[src/rtl/gso_pkg.sv]
// Shared types, constants and helpers for the 4D Gram-Schmidt block.
// No dependencies; the top, lane, merge and bench checker files refer to it by scoped names.
package gso_pkg;

  localparam int FRAC_BITS = 16;
  localparam int LANES     = 4;
  localparam int ROWS      = 3;
  // Quotient bits of the per-lane divider and width of its dividend.
  localparam int QB        = FRAC_BITS + 2;
  localparam int DW        = FRAC_BITS + 32;
  localparam int SQRT_STEPS = 32;
  localparam int CNT_W     = 6;
  localparam logic [CNT_W-1:0] SQRT_LAST = CNT_W'(SQRT_STEPS - 1);
  localparam logic [CNT_W-1:0] DIV_LAST  = CNT_W'(QB - 1);
  localparam logic signed [63:0] HALF = 64'sd1 <<< (FRAC_BITS - 1);
  localparam logic signed [31:0] NEG_CLAMP = -32'sd2147483647;

  typedef enum logic [3:0] {
    S_IDLE, S_MULV, S_PROJ, S_MULP, S_UPD, S_CLAMP, S_MAX, S_SHIFT,
    S_SQR, S_LEN2, S_SQRT, S_DIVINIT, S_DIV, S_EMIT
  } state_e;

  typedef enum logic [3:0] {
    LOP_NONE, LOP_LOAD, LOP_MUL_V, LOP_MUL_P, LOP_UPD, LOP_CLAMP, LOP_SHL,
    LOP_SQR, LOP_DIVINIT, LOP_DIVSTEP
  } lane_op_e;

  typedef enum logic [2:0] {
    MOP_NONE, MOP_PROJ, MOP_MAX, MOP_SHL, MOP_LEN2, MOP_SQRT
  } merge_op_e;

  typedef struct packed {
    lane_op_e           op;
    logic signed [31:0] proj;
    logic [31:0]        len;
  } lane_ctl_t;

  typedef struct packed {
    merge_op_e op;
  } merge_ctl_t;

  function automatic logic signed [31:0] sat32(input logic signed [63:0] x);
    logic signed [31:0] r;
    if (x > 64'sd2147483647) r = 32'sh7fffffff;
    else if (x < -64'sd2147483648) r = 32'sh80000000;
    else r = x[31:0];
    return r;
  endfunction

  // Round to nearest on the fraction, ties toward plus infinity.
  function automatic logic signed [63:0] round_frac(input logic signed [63:0] p);
    logic signed [63:0] t;
    t = p + HALF;
    return t >>> FRAC_BITS;
  endfunction

endpackage

[src/rtl/gso_merge.sv]
// Merging stage: projection sum, largest magnitude, sum of squares and the
// bit-serial square root of that sum. Depends on gso_pkg.
module gso_merge (
  input  logic                clk_i,
  input  logic                rst_ni,
  input  gso_pkg::merge_ctl_t ctl_i,
  input  logic signed [63:0]  rnd_i [gso_pkg::LANES],
  input  logic [30:0]         abs_i [gso_pkg::LANES],
  input  logic [63:0]         sq_i  [gso_pkg::LANES],
  output logic signed [31:0]  proj_o,
  output logic [30:0]         max_o,
  output logic [31:0]         len_o
);

  logic signed [31:0] proj_q, proj_d;
  logic [30:0]        max_q, max_d;
  logic [63:0]        n_q, n_d;
  logic [33:0]        rem_q, rem_d;
  logic [31:0]        root_q, root_d;
  logic               busy_q;

  logic signed [63:0] psum;
  logic [30:0]        mx;
  logic [63:0]        ssum;
  logic [35:0]        t;
  logic [35:0]        trial;

  assign proj_o = proj_q;
  assign max_o  = max_q;
  assign len_o  = root_q;

  always_comb begin
    psum = '0;
    mx   = '0;
    ssum = '0;
    for (int k = 0; k < gso_pkg::LANES; k++) begin
      psum = psum + rnd_i[k];
      ssum = ssum + sq_i[k];
      if (abs_i[k] > mx) mx = abs_i[k];
    end
    t     = {rem_q, n_q[63:62]};
    trial = {2'b00, root_q, 2'b01};
  end

  always_comb begin
    proj_d = proj_q;
    max_d  = max_q;
    n_d    = n_q;
    rem_d  = rem_q;
    root_d = root_q;
    case (ctl_i.op)
      gso_pkg::MOP_PROJ: proj_d = gso_pkg::sat32(psum);
      gso_pkg::MOP_MAX:  max_d = mx;
      gso_pkg::MOP_SHL:  max_d = max_q << 1;
      gso_pkg::MOP_LEN2: begin
        n_d    = ssum;
        rem_d  = '0;
        root_d = '0;
      end
      gso_pkg::MOP_SQRT: begin
        // take two radicand bits, try root*4+1
        if (t >= trial) begin
          rem_d  = 34'(t - trial);
          root_d = {root_q[30:0], 1'b1};
        end else begin
          rem_d  = t[33:0];
          root_d = {root_q[30:0], 1'b0};
        end
        n_d = n_q << 2;
      end
      default: ;
    endcase
  end

  always_ff @(posedge clk_i or negedge rst_ni) begin
    if (!rst_ni) begin
      busy_q <= 1'b0;
    end else begin
      busy_q <= (ctl_i.op != gso_pkg::MOP_NONE);
    end
  end

  always_ff @(posedge clk_i) begin
    proj_q <= proj_d;
    max_q  <= busy_q ? max_d : max_d;
    n_q    <= n_d;
    rem_q  <= rem_d;
    root_q <= root_d;
  end

endmodule

[config.mk]
export PLATFORM = sky130hd
export DESIGN_NAME = gso_merge
export DESIGN_NICKNAME = d
export VERILOG_FILES = /design/src/rtl/gso_pkg.sv /design/src/rtl/gso_merge.sv
export SDC_FILE = /design/constraint.sdc
export NUM_CORES = 1
export LEC_CHECK = 0
export BUFFER_PORTS_ARGS = -buffer_cell sky130_fd_sc_hd__buf_4
export CAP_MARGIN = 25
export CELL_PAD_IN_SITES_DETAIL_PLACEMENT = 1
export CELL_PAD_IN_SITES_GLOBAL_PLACEMENT = 2
export CORE_AREA = 2 2 290 292
export DETAILED_ROUTE_END_ITERATION = 12
export DIE_AREA = 0 0 292 294
export PLACE_DENSITY = 0.84
export SLEW_MARGIN = 5
export SYNTH_ARGS = -nofsm -noshare
export SYNTH_HDL_FRONTEND = slang
export SYNTH_SLANG_ARGS = --single-unit
[constraint.sdc]
create_clock -name clk_i -period 11.3 [get_ports clk_i]
set_input_delay 2.26 -clock clk_i [delete_from_list [all_inputs] [get_ports clk_i]]
set_output_delay 2.26 -clock clk_i [all_outputs]
set_load 0.02 [all_outputs]
==> results.yml <==
routing:
  drc: 0
  vias: 22800
  dr.pass1.iters: 7
  drt-vias-per-instance: 5.23
  ant_nets: 0
  routedWlPerCell_um: 21.4
  drt_iter0_drc: 939
  drt-total-wl_um: 93000
sta:
  hold_violations: 0
  tns_ns: 0
  maxSlewHeadroom_pct: 32.6
  fin_crit_ns: 10.28
  fmax_ghz: 0.0973
  finalCritPeriodShare_pct: 91.0
  setup_viol: 0
  skew_ns: 0.0218
  rsz0062_at_grt: "no"
  slew_violations: 0
  worst_slew_pin_slew_ns: 1.01
cells_and_area:
  seqCellArea_um2: 5800
  multi_input_area_um2: 18300
  fin_cells: 4351
  fin_area_um2: 32200
  syn_to_final_growth_pct: 29.7
  final.fill_count: 9629
  final_util_pct: 38.9
  layout-drive-gt1-share_pct: 25.5
  final_common_cell: "buf_4"
  nets: 4394
  mostFrequentLayoutCells: "buf_4, fa_1, ha_1"
placed_design:
  dp_hpwl_um: 79900
  placed_cell_area_um2: 31600
  dp_cells: 4315
  finalWeightedCongestion: 0.918
  port_buffers: 734
critical_path:
  reg2reg_depth: 17
  crit_path_frequent_cell: "ha_1"
  slowest_delay_ns: 0.55
  timing.rr.end: "rem_q[3]"
  crit_arrival_ns: 10.62
  endpoint_kind: "flop"
  rr_startpoint: "rem_q[0]"
  regToRegSetupSlack_ns: 6.53
  critPathLaunch: "abs_i[91]"
  path_max_fanout: 34
  critPathRequiredTime_ns: 11.64
  crit_slowest_cell: "o31ai_1"
  path_class: "in -> reg"
  start_kind: "primary input"
run:
  cap_violations: 0
hold_path:
  worst_hold_path_type: "reg -> reg"
  hold_end: "n_q[60]"
  hold_start: "n_q[58]"
  min_path_cells: 2
global_route:
  grt_max_degree: 76
  grt_pass1_vias: 24600
  track_usage_pct: 21.3
  grt_pass1_wl_um: 142000
  antenna_found_initial: 9
  gr-total-overflow: 0
clock_tree:
  clkTransAtPathRegs_ns: 0.09
  cts_num_sinks: 193
  insertion_delay_ns: 0.51
  postCtsSetupBuffers: 0
  clock_path_buffers: 2
  numCtsBuffers: 17
  ctsRootBufferMaster: "clkbuf_16"
  cts_max_level: 4
  cts_tree: "done"
  cts_resized: 0
  cts_hold_buf: 0
floorplanning:
  initial_core_util_pct: 30.0
  coreArea_um2: 82900
  die-area_um2: 85800
  rows: 106
  boundaryPins: 736
  chipWidth_um: 292
  dieHeight_um: 294
synthesis:
  yosysWarnings: 0
  ys_seq_area_share_pct: 23.3
  synth_edf_count: 193
  syn_area_um2: 24800
  syn-num-nets: 3713
  ys_ff_latch: 193
  async_flop_share_pct: 0
  syn_inst: 2573
  ys_types: 82
  synth_flop_cell: "edfxtp_1"
  syn_avg_cell_area_um2: 9.65
power_and_ir_drop:
  peakVddDrop_v: 0.000107
  power_density_nw_per_um2: 157
  finalPower_mw: 5.07
  p_leak_nw: 14.3
run_status:
  status: "finished, final reports clean"
==> Yosys cell counts, types with 24 or more instances <==
master / instances / area (um^2)
o21ai_0: 130 / 651
a31oi_1: 51 / 319
nand4_1: 42 / 263
o21ai_1: 37 / 185
fa_1: 252 / 5040
xor2_1: 61 / 534
nor2_1: 190 / 713
ha_1: 247 / 3090
o31ai_1: 35 / 263
inv_1: 121 / 454
nor2b_1: 31 / 194
nand2_1: 181 / 679
a21oi_1: 227 / 1140
nand3_1: 75 / 375
nor3_1: 42 / 210
clkbuf_1: 73 / 274
a21o_1: 162 / 1220
xnor2_1: 91 / 797
mux2i_1: 33 / 330
edfxtp_1: 193 / 5800
a211oi_1: 24 / 180
==> power by group <==
| group | switching [mW] | internal [mW] |
|---|---|---|
| sequential | 0.0411 | 1.00 |
| clock | 0.379 | 0.315 |
| combinational | 1.93 | 1.41 |
==> how the worst max path moves through the flow <==
stage | to | slack [ns]
2_1_floorplan | max_o[10] | 1.29
3_3_place_gp | max_o[12] | 0.56
3_5_place_dp | max_o[2] | 0.54
4_1_cts | max_o[27] | 1.10
5_1_grt | max_o[7] | 0.38
6_report | max_o[6] | 1.02
==> stage by stage <==
stage	hold slack [ns]	setup slack, ns
after floorplan	0.484	1.29
after global placement	0.493	0.560
after detailed placement	0.516	0.538
after CTS	0.527	1.10
after global routing	0.548	0.377
final	0.518	1.02
==> final cells by class <==
cell class                      count  share of cell area [%]
Antenna cell                        4                  0.0311
Clock buffer                       17                    1.32
Clock inverter                     15                   0.711
Inverter                          121                    1.41
Multi-Input combinational cell   2165                    56.7
Sequential cell                   193                    18.0
Tap cell                         1080                    4.19
Timing Repair Buffer              756                    17.7
==> metal layers <==
layer  up-vias  part of all wire [%]  track usage [%]
met5         -                 0.067                0
met4        10                   2.2             6.03
met3        90                   4.6             3.82
met2       540                    51             38.9
met1     11300                    42             25.6
li1      10800                     -                -
==> state kept, by name (all words and copies together), names as in the netlist <==
register,cells
max_o,31
n_q,64
rem_q,34
proj_o,32
len_o,32
==> worst max-delay path, delay by kind of cell <==
family / cells / cell delay (ns)
AND/OR/NAND/NOR: 11 / 2.51
adder cells (fa/ha/maj): 3 / 0.88
multiplexers: 1 / 0.42
AO/OA/AOI/OAI: 15 / 3.93
buffers and inverters: 3 / 0.58
==> logic make-up after synthesis <==
logic type	synth area share, %
mux	1.38
flops	23.3
xor+xnor	5.36
simple gates	12.7
compound gates	21.0
fa+ha+maj	32.8
buf+inv	3.45
(Power assumes the default switching activity.)
