$ cat src/rtl/gso_pkg.sv
// Shared types, constants and helpers for the 4D Gram-Schmidt block.
// No dependencies; the top, lane, merge and bench checker files refer to it by scoped names.
package gso_pkg;

  localparam int FRAC_BITS = 16;
  localparam int LANES     = 4;
  localparam int ROWS      = 3;
  // Quotient bits of the per-lane divider and width of its dividend.
  localparam int QB        = FRAC_BITS + 2;
  localparam int DW        = FRAC_BITS + 32;
  localparam int SQRT_STEPS = 32;
  localparam int CNT_W     = 6;
  localparam logic [CNT_W-1:0] SQRT_LAST = CNT_W'(SQRT_STEPS - 1);
  localparam logic [CNT_W-1:0] DIV_LAST  = CNT_W'(QB - 1);
  localparam logic signed [63:0] HALF = 64'sd1 <<< (FRAC_BITS - 1);
  localparam logic signed [31:0] NEG_CLAMP = -32'sd2147483647;

  typedef enum logic [3:0] {
    S_IDLE, S_MULV, S_PROJ, S_MULP, S_UPD, S_CLAMP, S_MAX, S_SHIFT,
    S_SQR, S_LEN2, S_SQRT, S_DIVINIT, S_DIV, S_EMIT
  } state_e;

  typedef enum logic [3:0] {
    LOP_NONE, LOP_LOAD, LOP_MUL_V, LOP_MUL_P, LOP_UPD, LOP_CLAMP, LOP_SHL,
    LOP_SQR, LOP_DIVINIT, LOP_DIVSTEP
  } lane_op_e;

  typedef enum logic [2:0] {
    MOP_NONE, MOP_PROJ, MOP_MAX, MOP_SHL, MOP_LEN2, MOP_SQRT
  } merge_op_e;

  typedef struct packed {
    lane_op_e           op;
    logic signed [31:0] proj;
    logic [31:0]        len;
  } lane_ctl_t;

  typedef struct packed {
    merge_op_e op;
  } merge_ctl_t;

  function automatic logic signed [31:0] sat32(input logic signed [63:0] x);
    logic signed [31:0] r;
    if (x > 64'sd2147483647) r = 32'sh7fffffff;
    else if (x < -64'sd2147483648) r = 32'sh80000000;
    else r = x[31:0];
    return r;
  endfunction

  // Round to nearest on the fraction, ties toward plus infinity.
  function automatic logic signed [63:0] round_frac(input logic signed [63:0] p);
    logic signed [63:0] t;
    t = p + HALF;
    return t >>> FRAC_BITS;
  endfunction

endpackage

$ cat src/rtl/gso_lane.sv
// One element lane: multiplier, residual update, normalize shift and divider.
// Depends on gso_pkg.
module gso_lane (
  input  logic                      clk_i,
  input  logic                      rst_ni,
  input  gso_pkg::lane_ctl_t        ctl_i,
  input  logic signed [31:0]        load_i,
  input  logic signed [31:0]        u_i,
  output logic signed [63:0]        rnd_o,
  output logic [30:0]               abs_o,
  output logic [63:0]               sq_o,
  output logic signed [31:0]        unit_o
);

  logic signed [31:0]       v_q, v_d;
  logic signed [63:0]       prod_q, prod_d;
  logic [32:0]              rem_q, rem_d;
  logic [gso_pkg::QB-1:0]   sh_q, sh_d;
  logic [gso_pkg::QB-1:0]   quo_q, quo_d;
  logic                     neg_q, neg_d;

  logic signed [31:0]       mul_a, mul_b;
  logic signed [63:0]       diff;
  logic [31:0]              mag;
  logic [gso_pkg::DW-1:0]   dvd;
  logic [33:0]              trial;

  assign rnd_o = gso_pkg::round_frac(prod_q);
  assign abs_o = v_q[31] ? 31'(-v_q) : v_q[30:0];
  assign sq_o  = prod_q;
  assign unit_o = neg_q ? -(32'(quo_q)) : 32'(quo_q);

  always_comb begin
    mul_a = v_q;
    mul_b = u_i;
    case (ctl_i.op)
      gso_pkg::LOP_MUL_P: mul_a = ctl_i.proj;
      gso_pkg::LOP_SQR:   mul_b = v_q;
      default: ;
    endcase
  end

  always_comb begin
    v_d    = v_q;
    prod_d = prod_q;
    rem_d  = rem_q;
    sh_d   = sh_q;
    quo_d  = quo_q;
    neg_d  = neg_q;
    diff   = 64'(v_q) - gso_pkg::round_frac(prod_q);
    mag    = v_q[31] ? 32'(-v_q) : 32'(v_q);
    dvd    = (gso_pkg::DW'(mag) << gso_pkg::FRAC_BITS) + gso_pkg::DW'(ctl_i.len >> 1);
    trial  = {rem_q, sh_q[gso_pkg::QB-1]};
    case (ctl_i.op)
      gso_pkg::LOP_LOAD:  v_d = load_i;
      gso_pkg::LOP_MUL_V,
      gso_pkg::LOP_MUL_P,
      gso_pkg::LOP_SQR:   prod_d = mul_a * mul_b;
      gso_pkg::LOP_UPD:   v_d = gso_pkg::sat32(diff);
      gso_pkg::LOP_CLAMP: if (v_q < gso_pkg::NEG_CLAMP) v_d = gso_pkg::NEG_CLAMP;
      gso_pkg::LOP_SHL:   v_d = v_q <<< 1;
      gso_pkg::LOP_DIVINIT: begin
        rem_d = 33'(dvd[gso_pkg::DW-1:gso_pkg::QB]);
        sh_d  = dvd[gso_pkg::QB-1:0];
        quo_d = '0;
        neg_d = v_q[31];
      end
      gso_pkg::LOP_DIVSTEP: begin
        // restoring step: one quotient bit per cycle
        if (trial >= {2'b00, ctl_i.len}) begin
          rem_d = 33'(trial - {2'b00, ctl_i.len});
          quo_d = {quo_q[gso_pkg::QB-2:0], 1'b1};
        end else begin
          rem_d = trial[32:0];
          quo_d = {quo_q[gso_pkg::QB-2:0], 1'b0};
        end
        sh_d = sh_q << 1;
      end
      default: ;
    endcase
  end

  always_ff @(posedge clk_i or negedge rst_ni) begin
    if (!rst_ni) begin
      neg_q <= 1'b0;
    end else begin
      neg_q <= neg_d;
    end
  end

  always_ff @(posedge clk_i) begin
    v_q    <= v_d;
    prod_q <= prod_d;
    rem_q  <= rem_d;
    sh_q   <= sh_d;
    quo_q  <= quo_d;
  end

endmodule

$ cat config.mk
export PLATFORM = sky130hd
export DESIGN_NAME = gso_lane
export DESIGN_NICKNAME = d
export VERILOG_FILES = /design/src/rtl/gso_pkg.sv /design/src/rtl/gso_lane.sv
export SDC_FILE = /design/constraint.sdc
export NUM_CORES = 2
export LEC_CHECK = 0
export BUFFER_PORTS_ARGS = -buffer_cell sky130_fd_sc_hd__buf_2
export CORE_ASPECT_RATIO = 1.75
export CORE_MARGIN = 8
export CORE_UTILIZATION = 60
export CTS_CLUSTER_SIZE = 20
export DETAILED_ROUTE_END_ITERATION = 7
export PLACE_DENSITY = 0.79
export SYNTH_ARGS = -nofsm -noshare
export SYNTH_HDL_FRONTEND = slang
export SYNTH_SLANG_ARGS = --single-unit
$ cat constraint.sdc
create_clock -name clk_i -period 10.35 [get_ports clk_i]
set_clock_uncertainty 0.1 [all_clocks]
set_input_delay 2.07 -clock clk_i [delete_from_list [all_inputs] [get_ports clk_i]]
set_output_delay 2.07 -clock clk_i [all_outputs]
set_load 0.02 [all_outputs]
==> impl_metrics.env <==
export IMPL_cts_root_buffer_cell="sky130_fd_sc_hd__clkbuf_16"
export IMPL_number_of_sinks_on_the_clock_net=166
export IMPL_floorplan_rows=141
export IMPL_ioPinCount=325
export IMPL_drt_drc_violations_left=0
export IMPL_fill_cells=6401
export IMPL_register_area_um2=4980
export IMPL_crit_path_frequent_cell="sky130_fd_sc_hd__fa_1"
export IMPL_rr_startpoint="v_q[5]$_DFFE_PP_"
export IMPL_ff2ff_path_depth=30
export IMPL_design_core_area_um2=84500
export IMPL_avgViaCountPerCell=6.20
export IMPL_dominantRegCellSynth="sky130_fd_sc_hd__edfxtp_1"
export IMPL_drv_max_cap_violation_count=0
export IMPL_synth_xor_area_share_pct=4.27
export IMPL_synth_yosys_seq_area_share_pct=9.74
export IMPL_cts_buffers_inserted=17
export IMPL_setup_repair_after_global_routing_missed_its_margin="yes"
export IMPL_io_buffers=324
export IMPL_nets=8162
export IMPL_final_util_pct=73.0
export IMPL_start_kind="input pin"
export IMPL_timing_max_transition_violations_final=0
export IMPL_grt_pass1_vias=50741
export IMPL_clkTransAtPathRegs_ns=0.09
export IMPL_synth_edf_count=165
export IMPL_groute_usage_overall_pct=45.8
export IMPL_post_route_period_util_pct=101
export IMPL_simple_gate_portion_of_the_synthesized_area_pct=14.6
export IMPL_yosys_warning_total=0
export IMPL_final_setup_viol_count=7
export IMPL_multiInputGateArea_um2=41800
export IMPL_cts_tree="done"
export IMPL_die_x_um=237
export IMPL_run_status="complete, but fails checks"
export IMPL_grt_overflow_total=0
export IMPL_route_vias_total=48139
export IMPL_die_area_um2=95200
export IMPL_drt_first_iter_violations=4565
export IMPL_worst_skew_pair_late_latency_ns=0.52
export IMPL_syn_nets=7350
export IMPL_yosys_area_share_adder_pct=49.4
export IMPL_cts_root_to_sink_buffers=2
export IMPL_start_util_pct=60.5
export IMPL_worstMarginPinSlew_ns=1.23
export IMPL_slowest_stage="sky130_fd_sc_hd__fa_1"
export IMPL_critPathArrivalTime_ns=10.79
export IMPL_antenna_violating_nets_post_route=0
export IMPL_violations="setup timing"
export IMPL_crit_required_ns=10.65
export IMPL_avgRoutedWirePerCell_um=28.2
export IMPL_finalWorstSetupSlack_ns=-0.146
export IMPL_hold_path_depth=2
export IMPL_cp_startpoint="ctl_i[66]"
export IMPL_drt_pass1_iterations=8
export IMPL_flow_area_growth_from_synthesis_pct=20.7
export IMPL_drt_total_wl_um=219000
export IMPL_timing_setup_critical_path_class="in2reg"
export IMPL_synthesis_area_um2=51100
export IMPL_h_tree_depth=4
export IMPL_synth_async_sr_flop_share_pct=0.602
export IMPL_ys_ff_latch=166
export IMPL_finalWeightedCongestion=1.15
export IMPL_clock_period_minus_worst_slack_ns=10.50
export IMPL_timing_hold_worst_start="sh_q[16]$_DFFE_PP_"
export IMPL_synth_avg_cell_area_um2=8.74
export IMPL_slew_headroom_pct=17.2
export IMPL_dominant_combinational_cell_family_by_area_after_synthesis="adder cells"
export IMPL_synth_compound_gate_area_share_pct=10.6
export IMPL_grt_pass1_wl_um=317000
export IMPL_critical_path_max_stage_delay_ns=0.54
export IMPL_postSynthCellCount=5849
export IMPL_setup_worst_path_end_class="register"
export IMPL_post_route_cells_drive_above_1_share_pct=21.4
export IMPL_die_height_um=402
export IMPL_critical_path_max_fanout=7
export IMPL_max_freq_mhz=95.3
export IMPL_hp_class="reg2reg"
export IMPL_pin_count_of_the_biggest_net_entering_global_routing=79
export IMPL_synth_mux_area_fraction_pct=0.497
export IMPL_ys_types=85
export IMPL_antenna_found_initial=26
export IMPL_report_final_hold_viol_count=0
export IMPL_detailedPlacementHpwl_um=181000
==> through the flow <==
stage          cells  hold slack [ns]  setup WS, ns  instance area [µm²]  TNS (ns)
2_1_floorplan   5849            0.384      -0.00129                51400  -0.00129
3_3_place_gp    7644            0.407         -1.11                59100    -17.56
3_5_place_dp    7644            0.408         -1.14                59100    -20.29
4_1_cts         7687            0.428       0.00158                60200         0
5_1_grt         7755            0.455        -0.393                61700     -3.76
6_report        7767            0.429        -0.146                61700    -0.611
==> synth_stat cells (all sizes together), types with 5 or more instances <==
library cell  instances  area (µm²)
xnor2               176        1540
a211oi               13        97.6
o21bai               24         180
nor3                 41         215
buf                  43         280
and3                 52         325
nand4                34         213
fa                 1085       21700
or4                  11        86.3
o211ai               19         148
nand4b                9        78.8
ha                  282        3530
inv                1147        4310
o41ai                 8        70.1
mux2i                22         220
a21boi                7        52.6
nor4                 20         144
nand3                69         345
a31o                  7        61.3
or2                   5        31.3
clkbuf              251         942
nand2b               26         163
nand2               696        2610
a21o                132         991
a211o                 7        61.3
and2                 23         144
o311ai               12         105
a41oi                18         188
or3                  14        87.6
a21oi               239        1200
o21ai               170         851
and4                 11        96.3
nor2                706        2650
a31oi                72         472
xor2                 73         639
a2111oi               6        52.6
nand3b                5        37.5
a221oi                8        70.1
o21a                 23         173
nor2b                24         150
edfxtp              165        4950
o31a                 11        96.3
o31ai                26         209
==> layout make-up <==
| class | instances | area share, % |
|---|---|---|
| sequential | 166 | 8.07 |
| timing repair buffer | 1087 | 13.9 |
| tap | 1072 | 2.17 |
| clock buffer | 17 | 0.689 |
| multi-input combinational | 4241 | 67.8 |
| antenna | 21 | 0.0852 |
| clock inverter | 15 | 0.249 |
| inverter | 1148 | 7.01 |
==> flip-flops by register name, indices dropped and copies added (netlist names) <==
signal	cells
quo_q	18
neg_q	1
v_q	32
sh_q	18
sq_o	64
rem_q	33
==> critical path, delay by kind of cell <==
family | cells | cell delay, ns
buffers and inverters | 11 | 1.41
and+or+nand+nor | 9 | 1.92
adders and majority gates | 9 | 4.14
AOI/OAI and AO/OA | 5 | 1.23
==> per-layer routing <==
| layer | vias to the layer above | global-route usage (%) | wire length (µm) |
|---|---|---|---|
| li1 | 19893 | - | - |
| met1 | 23661 | 43.9 | 62900 |
| met2 | 3211 | 75.3 | 103000 |
| met3 | 1368 | 12.6 | 21600 |
| met4 | 6 | 49.8 | 31500 |
| met5 | - | 0 | 77 |
==> path summary, 6_finish.rpt <==
kind / end / slack (ns)
worst max-delay path: sq_o[59]$_DFFE_PP_ / -0.15
min in group asynchronous: neg_q$_DFFE_PN0P_ / 1.20
worst min register to register: sh_q[17]$_DFFE_PP_ / 0.43
worst min-delay path: sh_q[17]$_DFFE_PP_ / 0.43
max in group asynchronous: neg_q$_DFFE_PN0P_ / 8.87
worst max register to register: sq_o[59]$_DFFE_PP_ / 1.03
==> logic make-up (layout without fill, tap and decap cells) <==
family,count (synthesis),in the layout
adder cells (fa/ha/maj),1367,1367
AND/OR/NAND/NOR,1758,1758
flip-flops,166,166
XOR/XNOR,249,249
AO/OA/AOI/OAI,842,842
multiplexers,25,25
other,0,21
buffers and inverters,1442,2267
==> cell usage in the layout, fill, tap and decap left out, types with 19 or more instances in the layout <==
cell type,n
sky130_fd_sc_hd__and2_1,19
sky130_fd_sc_hd__buf_2,321
sky130_fd_sc_hd__diode_2,21
sky130_fd_sc_hd__o21a_1,23
sky130_fd_sc_hd__and3_1,50
sky130_fd_sc_hd__nor2_1,665
sky130_fd_sc_hd__inv_2,27
sky130_fd_sc_hd__mux2i_1,20
sky130_fd_sc_hd__xor2_1,73
sky130_fd_sc_hd__o21bai_1,22
sky130_fd_sc_hd__a21oi_1,180
sky130_fd_sc_hd__o31ai_1,25
sky130_fd_sc_hd__xnor2_1,174
sky130_fd_sc_hd__buf_6,35
sky130_fd_sc_hd__buf_12,76
sky130_fd_sc_hd__nand2b_1,24
sky130_fd_sc_hd__fa_2,55
sky130_fd_sc_hd__nor2b_1,24
sky130_fd_sc_hd__inv_1,1115
sky130_fd_sc_hd__buf_4,640
sky130_fd_sc_hd__a31oi_1,69
sky130_fd_sc_hd__nand2_1,683
sky130_fd_sc_hd__nand3_1,67
sky130_fd_sc_hd__a21oi_2,48
sky130_fd_sc_hd__a21o_1,120
sky130_fd_sc_hd__fa_1,1030
sky130_fd_sc_hd__nor3_1,37
sky130_fd_sc_hd__clkbuf_16,20
sky130_fd_sc_hd__nand4_1,34
sky130_fd_sc_hd__ha_1,268
sky130_fd_sc_hd__o21ai_0,155
sky130_fd_sc_hd__edfxtp_1,165
sky130_fd_sc_hd__nor2_2,33
==> what timing repair did <==
item | 4_1_cts | 5_1_grt
hold buffers | 0 | 0
resized for setup | 84 | 248
hold endpoints to repair | 0 | 0
cloned | 2 | 3
pin swaps | 48 | 139
endpoints found under the setup margin | 21 | 28
setup buffers | 10 | 58
Power is not shown: default switching activity piles up to over one toggle a cycle in this logic, so the estimate is an artifact.
